$ cat config.mk
export PLATFORM = sky130hd
export DESIGN_NAME = ordered_list_insert_delete_core
export DESIGN_NICKNAME = d
export VERILOG_FILES = /design/src/rtl/core/olid_pkg.sv /design/src/rtl/core/olid_cell.sv /design/src/rtl/core/ordered_list_insert_delete_core.sv
export SDC_FILE = /design/constraint.sdc
export NUM_CORES = 1
export LEC_CHECK = 0
export BUFFER_PORTS_ARGS = -buffer_cell sky130_fd_sc_hd__buf_2
export CAP_MARGIN = 0
export CORE_ASPECT_RATIO = 2
export CORE_MARGIN = 3
export CORE_UTILIZATION = 65
export CTS_CLUSTER_DIAMETER = 150
export CTS_CLUSTER_SIZE = 14
export DETAILED_ROUTE_END_ITERATION = 10
export GPL_ROUTABILITY_DRIVEN = 0
export PLACE_DENSITY = 0.82
export SETUP_SLACK_MARGIN = 0.4
export SYNTH_ARGS = -nofsm -noshare
export SYNTH_HDL_FRONTEND = slang
export SYNTH_SLANG_ARGS = --single-unit
$ cat constraint.sdc
create_clock -name aclk -period 11.4 [get_ports aclk]
set_input_delay 1.71 -clock aclk [delete_from_list [all_inputs] [get_ports aclk]]
set_output_delay 1.71 -clock aclk [all_outputs]
set_load 0.03 [all_outputs]
$ cat src/rtl/core/olid_pkg.sv
package olid_pkg;

    // Default list capacity
    localparam int DefCapacity = 16;

    // Field widths
    localparam int ValueW  = 32;
    localparam int CmdW    = 2;
    localparam int StatusW = 3;

    // Command codes
    localparam logic [CmdW-1:0] CmdInsert = 2'd0;
    localparam logic [CmdW-1:0] CmdDelete = 2'd1;
    localparam logic [CmdW-1:0] CmdList   = 2'd2;

    // Result status codes
    localparam logic [StatusW-1:0] StInserted = 3'd0;
    localparam logic [StatusW-1:0] StFull     = 3'd1;
    localparam logic [StatusW-1:0] StDeleted  = 3'd2;
    localparam logic [StatusW-1:0] StNotFound = 3'd3;
    localparam logic [StatusW-1:0] StEmpty    = 3'd4;
    localparam logic [StatusW-1:0] StListed   = 3'd5;

    // Controls broadcast from the sequencer to every cell
    typedef struct packed {
        logic load;   // write the new value into the selected cell
        logic shift;  // move every entry one cell toward the head
        logic wrap;   // during a shift, the selected cell takes the head value
    } cell_ctl_t;

endpackage

$ cat src/rtl/core/olid_cell.sv
module olid_cell #(
    parameter int IDX_W    = 4,
    parameter int CELL_IDX = 0
) (
    input  logic                        aclk,
    input  olid_pkg::cell_ctl_t         ctl,
    input  logic [IDX_W-1:0]            sel_idx,
    input  logic [olid_pkg::ValueW-1:0] wr_data,
    input  logic [olid_pkg::ValueW-1:0] head_data,
    input  logic [olid_pkg::ValueW-1:0] nbr_data,
    output logic [olid_pkg::ValueW-1:0] data
);
    import olid_pkg::*;

    localparam logic [IDX_W-1:0] MyIdx = IDX_W'(CELL_IDX);

    logic [ValueW-1:0] data_reg;
    logic [ValueW-1:0] data_next;
    logic              selected;

    assign selected = (sel_idx == MyIdx);

    // Load a new tail entry, or take the neighbor's entry on a shift;
    // the tail cell takes the head entry back when it is kept
    always_comb begin
        data_next = data_reg;
        if (ctl.load && selected) begin
            data_next = wr_data;
        end else if (ctl.shift) begin
            data_next = (ctl.wrap && selected) ? head_data : nbr_data;
        end
    end

    always_ff @(posedge aclk) begin
        data_reg <= data_next;
    end

    assign data = data_reg;

endmodule

$ cat src/rtl/core/ordered_list_insert_delete_core.sv
// Channel | Ports                        | Contents
// --------+------------------------------+-------------------------------------------
// input   | s_tvalid s_tready s_tuser    | s_tuser: cmd[1:0]; s_tdata: value[31:0]
//         | s_tdata                      |
// result  | m_tvalid m_tready m_tuser    | m_tuser: status[2:0]; m_tdata: item[31:0];
//         | m_tdata m_tlast              | m_tlast: last result of the command
//
// Insert needs no walk. Delete and read out rotate the chain of cells once around
// the stored entries, one entry per cycle, so they take one step per stored entry (CAPACITY
// steps at most); read out also holds a rotation step while its result is not taken.
// A new command is taken only when the previous one is finished and the result
// register is free or being emptied. Reset empties the list; stored values are not cleared.
module ordered_list_insert_delete_core #(
    parameter int CAPACITY = olid_pkg::DefCapacity
) (
    input  logic                                aclk,
    input  logic                                aresetn,
    input  logic                                s_tvalid,
    output logic                                s_tready,
    input  logic [olid_pkg::CmdW-1:0]           s_tuser,   // cmd[1:0]
    input  logic signed [olid_pkg::ValueW-1:0]  s_tdata,   // value[31:0]
    output logic                                m_tvalid,
    input  logic                                m_tready,
    output logic [olid_pkg::StatusW-1:0]        m_tuser,   // status[2:0]
    output logic signed [olid_pkg::ValueW-1:0]  m_tdata,   // item[31:0]
    output logic                                m_tlast
);
    import olid_pkg::*;

    localparam int IDX_W = $clog2(CAPACITY);
    localparam int CNT_W = $clog2(CAPACITY + 1);
    localparam logic [CNT_W-1:0] CapCount = CNT_W'(CAPACITY);
    localparam logic [CNT_W-1:0] CntOne   = CNT_W'(1);

    localparam logic StIdle = 1'b0;
    localparam logic StWalk = 1'b1;

    // Control state
    logic              state_reg, state_next;
    logic [CNT_W-1:0]  count_reg, count_next;
    logic [CNT_W-1:0]  left_reg, left_next;
    logic              del_reg, del_next;
    logic              found_reg, found_next;
    logic [ValueW-1:0] key_reg, key_next;

    // Result register
    logic               m_valid_reg, m_valid_next;
    logic [StatusW-1:0] m_status_reg, m_status_next;
    logic [ValueW-1:0]  m_item_reg, m_item_next;
    logic               m_last_reg, m_last_next;

    logic              out_free;
    logic              in_fire;
    logic              step;
    logic              drop;
    logic [CNT_W-1:0]  tail_cnt;
    logic [IDX_W-1:0]  sel_idx;
    cell_ctl_t         ctl;
    logic [ValueW-1:0] head;
    logic [ValueW-1:0] cell_q [CAPACITY];

    assign out_free = !m_valid_reg || m_tready;
    assign s_tready = (state_reg == StIdle) && out_free;
    assign in_fire  = s_tvalid && s_tready;

    // Delete steps every cycle; read out steps only when the result can move
    assign step = (state_reg == StWalk) && (del_reg || out_free);
    assign head = cell_q[0];
    assign drop = del_reg && !found_reg && (head == key_reg);

    // Select the tail cell while walking, the first free cell on insert
    assign tail_cnt = (state_reg == StWalk) ? (count_reg - CntOne) : count_reg;
    assign sel_idx  = tail_cnt[IDX_W-1:0];

    always_comb begin
        ctl.load  = in_fire && (s_tuser == CmdInsert) && (count_reg != CapCount);
        ctl.shift = step;
        ctl.wrap  = !drop;
    end

    // Chain of cells, head at index zero
    for (genvar i = 0; i < CAPACITY; i++) begin : g_cell
        logic [ValueW-1:0] nbr;
        if (i == CAPACITY - 1) begin : g_end
            assign nbr = cell_q[i];
        end else begin : g_mid
            assign nbr = cell_q[i+1];
        end
        olid_cell #(
            .IDX_W    (IDX_W),
            .CELL_IDX (i)
        ) u_cell (
            .aclk      (aclk),
            .ctl       (ctl),
            .sel_idx   (sel_idx),
            .wr_data   (s_tdata),
            .head_data (head),
            .nbr_data  (nbr),
            .data      (cell_q[i])
        );
    end

    // Sequence commands and fill the result register
    always_comb begin
        state_next    = state_reg;
        count_next    = count_reg;
        left_next     = left_reg;
        del_next      = del_reg;
        found_next    = found_reg;
        key_next      = key_reg;
        m_valid_next  = m_valid_reg && !m_tready;
        m_status_next = m_status_reg;
        m_item_next   = m_item_reg;
        m_last_next   = m_last_reg;

        unique case (state_reg)
            StIdle: begin
                if (in_fire) begin
                    key_next   = s_tdata;
                    left_next  = count_reg;
                    found_next = 1'b0;
                    del_next   = (s_tuser == CmdDelete);
                    m_item_next = '0;
                    m_last_next = 1'b1;
                    unique case (s_tuser)
                        CmdInsert: begin
                            m_valid_next = 1'b1;
                            if (count_reg == CapCount) begin
                                m_status_next = StFull;
                            end else begin
                                m_status_next = StInserted;
                                count_next    = count_reg + CntOne;
                            end
                        end
                        CmdDelete, CmdList: begin
                            if (count_reg == '0) begin
                                m_valid_next  = 1'b1;
                                m_status_next = StEmpty;
                            end else begin
                                state_next = StWalk;
                            end
                        end
                        default: begin
                            // drop unused command codes
                        end
                    endcase
                end
            end
            StWalk: begin
                if (step) begin
                    left_next = left_reg - CntOne;
                    if (drop) begin
                        found_next = 1'b1;
                        count_next = count_reg - CntOne;
                    end
                    if (!del_reg) begin
                        m_valid_next  = 1'b1;
                        m_status_next = StListed;
                        m_item_next   = head;
                        m_last_next   = (left_reg == CntOne);
                    end
                    if (left_reg == CntOne) begin
                        state_next = StIdle;
                        if (del_reg) begin
                            m_valid_next  = 1'b1;
                            m_status_next = (found_reg || drop) ? StDeleted : StNotFound;
                            m_item_next   = '0;
                            m_last_next   = 1'b1;
                        end
                    end
                end
            end
            default: state_next = StIdle;
        endcase
    end

    always_ff @(posedge aclk) begin
        if (!aresetn) begin
            state_reg   <= StIdle;
            count_reg   <= '0;
            left_reg    <= '0;
            del_reg     <= 1'b0;
            found_reg   <= 1'b0;
            m_valid_reg <= 1'b0;
        end else begin
            state_reg   <= state_next;
            count_reg   <= count_next;
            left_reg    <= left_next;
            del_reg     <= del_next;
            found_reg   <= found_next;
            m_valid_reg <= m_valid_next;
        end
    end

    // Payload registers
    always_ff @(posedge aclk) begin
        key_reg      <= key_next;
        m_status_reg <= m_status_next;
        m_item_reg   <= m_item_next;
        m_last_reg   <= m_last_next;
    end

    assign m_tvalid = m_valid_reg;
    assign m_tuser  = m_status_reg;
    assign m_tdata  = m_item_reg;
    assign m_tlast  = m_last_reg;

endmodule

==> results.cfg <==
[yosys]
yosysWarnings = 0
synth.ff_latch_count = 594
synth_xor_area_frac = 0.00957
synth_edf_count = 580
ys.flop_type = edfxtp_1
syn-num-nets = 2706
synthArstFlopShare = 0
synth_cells = 2658
synth.cell_area_sq_um = 30200
syn_area_per_cell_sq_um = 11.4
yosys.area_share.simple = 0.0705
seq_area_frac_synth = 0.586
synth-compound-area-share = 0.248
synth_top_family_by_area = compound AO/OA/AOI/OAI gates
synth.mux.area_fraction = 0.0355
synthAdderAreaFrac = 0.00414
synth_cell_types = 52

[detailed_routing]
detail_route.wirelength.met1_um = 28700
wl_um = 93800
dr_wl_met3_um = 12000
ant_nets = 0
wl_per_cell_um = 30.6
dr_wl_met2_um = 46300
drt_iter0_markers = 4019
maxUsedRoutingLayer = met4
drt-pass1-iter-count = 9
remaining_drc_errors = 0
vias_per_cell = 7.87
vias = 24109

[cts]
post_cts_resized = 0
cts_setup_buffers = 0
clock-sinks = 594
clk_pin_slew_ps = 60
insertion_delay_ps = 600
ctsHoldBuffers = 0
htree_levels = 2
cts-buffers-inserted = 48
root_buffer = clkbuf_16
clockBufferDepth = 3
cts_tree = done

[grt]
grt_max_degree = 201
antenna_found_initial = 2
grt_use_total = 0.376
grt_pass1_wl_um = 142000
grt_pass1_vias = 24010
grt_remaining_overflow = 0

[floorplanning]
die_w_um = 158
start_util = 0.659
num_rows = 111
die_h_um = 311
core_area_sq_um = 45800
boundaryPins = 76
die-area_sq_um = 49200

[timing]
tns_ps = 0
rsz0062_at_grt = no
worst_slew_pin_slew_ps = 1300
hold_violations = 0
relSlewSlack = 0.134
fmax_ghz = 0.185
skew_ps = 25.2
fin_crit_sh = 0.475
period_needed_ps = 5420
finalMaxSlewViolations = 0
setup_violations = 0

[setup_path]
worstSetupStartpoint = m_tready
crit_slowest_cell = nand2_2
worstPathRequired_ps = 11620
critPathCaptureType = flip-flop
max_stage_delay_ps = 1010
r2r-end = g_cell[9].u_cell.data[6]
reg2regPathDepth = 7
cp_max_fo = 60
cp-start-kind = primary input
crit_end = g_cell[11].u_cell.data[2]
crit_chain = buf_2 -> nand2b_1 -> nand3_1 -> nor3_4 -> buf_4 -> buf_4 -> nand3_2 -> nand2_2
r2r_slack_ps = 6520
crit_type = in2reg
crit_top_cell = buf_4
arrival_ps = 5640
r2r_start = g_cell[0].u_cell.data[29]

[power]
leakagePower_uw = 0.0103
ir_drop_mv = 0.109
power.density_nw_per_um2 = 143

[layout]
fill_cells = 3092
final_cells = 3063
multiInputGateArea_sq_um = 11500
regArea_sq_um = 17700
drive_above_1_share = 0.125
nets = 2535
area_growth_pct = 6.28
largest_reg_flops = 512

[placed_design]
place_inst = 3002
place_hpwl_um = 57500
portBuffers = 75

[outcome]
outcome = finished, final reports clean

[job]
maxCapViolCount = 0

[min_path]
hold_class = reg2reg
-- placed cells by master (no fill, tap or decap), types with 6 or more instances in the layout --
cell type / Yosys / routed
nor4_1: 9 / 9
a21oi_1: 270 / 269
xor2_1: 33 / 33
nor3_1: 40 / 33
nand2_1: 31 / 19
dfxtp_1: 14 / 14
nand2b_1: 9 / 8
nand3_2: 0 / 11
mux2_2: 64 / 64
or3_1: 67 / 66
a2bb2oi_1: 112 / 112
buf_2: 20 / 75
nor2_1: 275 / 273
o2bb2a_1: 49 / 49
nor3_2: 2 / 7
edfxtp_1: 580 / 580
inv_1: 11 / 9
a211oi_4: 0 / 6
a22o_1: 35 / 33
mux2i_1: 35 / 35
o22ai_1: 67 / 66
clkbuf_1: 323 / 8
o21ai_4: 0 / 7
buf_4: 0 / 53
clkbuf_16: 0 / 50
nand2_2: 0 / 11
a41oi_1: 224 / 224
o21ai_0: 237 / 231
ha_1: 10 / 10
o22a_1: 65 / 64
-- worst min-delay path by stage --
stage,from,endpoint,slack (ps),depth (start not counted)
final,g_cell[6].u_cell.data[8],g_cell[5].u_cell.data[8],540,1
after global routing,g_cell[6].u_cell.data[5],g_cell[5].u_cell.data[5],560,1
after CTS,g_cell[6].u_cell.data[8],g_cell[5].u_cell.data[8],530,1
after detailed placement,g_cell[6].u_cell.data[8],g_cell[5].u_cell.data[8],510,1
after global placement,found_reg,found_reg,510,2
after floorplan,count_reg[4],count_reg[4],460,2
-- cell usage after synthesis (2+ instances only) --
cell type,instances,share of area
nand2_1,31,0.0039
o2bb2a_1,49,0.016
nor2b_1,5,0.0010
a211oi_1,9,0.0022
o31ai_1,3,0.00075
buf_1,7,0.00087
a22o_1,35,0.010
o22a_1,65,0.019
and3_1,5,0.0010
clkbuf_1,323,0.040
o22ai_1,67,0.014
a2bb2oi_1,112,0.032
nor3_2,2,0.00066
a22oi_1,2,0.00050
nand2b_1,9,0.0019
ha_1,10,0.0041
nand4_1,2,0.00041
nor4_1,9,0.0019
xor2_1,33,0.0096
nor2_1,275,0.034
nor3_1,40,0.0066
a41oi_1,224,0.065
and2_1,2,0.00041
edfxtp_1,580,0.58
mux2_2,64,0.024
o21ai_1,2,0.00033
nand3_1,14,0.0023
dfxtp_1,14,0.0093
buf_2,20,0.0033
or4_1,2,0.00050
o21ai_0,237,0.039
o31ai_2,2,0.00083
nand3b_1,2,0.00050
or3_1,67,0.014
a21oi_1,270,0.045
a31oi_1,3,0.00062
inv_1,11,0.0014
mux2i_1,35,0.012
a311oi_1,2,0.00058
or2_2,2,0.00041
-- per-layer routing --
layer  vias up  global-route usage
li1      10092                   -
met1     11334               0.442
met2      2177               0.618
met3       506              0.0920
met4         0               0.226
met5         -                   0
-- area by class of cell --
type | instances | share of cell area
Clock inverter | 2 | 0.000780
Timing Repair Buffer | 129 | 0.0247
Tap cell | 565 | 0.0220
Sequential cell | 594 | 0.551
Antenna cell | 1 | 0.0000780
Inverter | 12 | 0.00140
Multi-Input combinational cell | 1702 | 0.360
Clock buffer | 58 | 0.0399
-- power by group --
group | leakage [uW] | total, uW | internal [uW] | switching, uW
Combinational | 0.00429 | 511 | 136 | 375
Sequential | 0.00542 | 2550 | 2500 | 52.2
Clock | 0.000637 | 1540 | 784 | 753
-- worst max-delay path, delay by kind of cell --
family,cells,cell delay (ps)
buf+inv,3,1300
simple gates,5,2550
-- through the flow --
step           total power [uW]  utilization  cell area (sq um)  worst slack (ps)  hold WS (ps)
5_1_grt                    4710        0.700              32100              5920           555
2_1_floorplan              2890            -              30200              5530           464
6_report                   4600        0.700              32100              5980           536
3_3_place_gp               3060        0.672              30800              5740           509
4_1_cts                    4580        0.700              32100              6190           534
3_5_place_dp               3080        0.672              30800              5620           514
-- cell families after synthesis --
kind of cell | after synthesis
compound gates | 1089
flops | 594
simple gates | 471
buf+inv | 362
mux | 99
xor+xnor | 33
fa+ha+maj | 10
(Power assumes the default switching activity.)
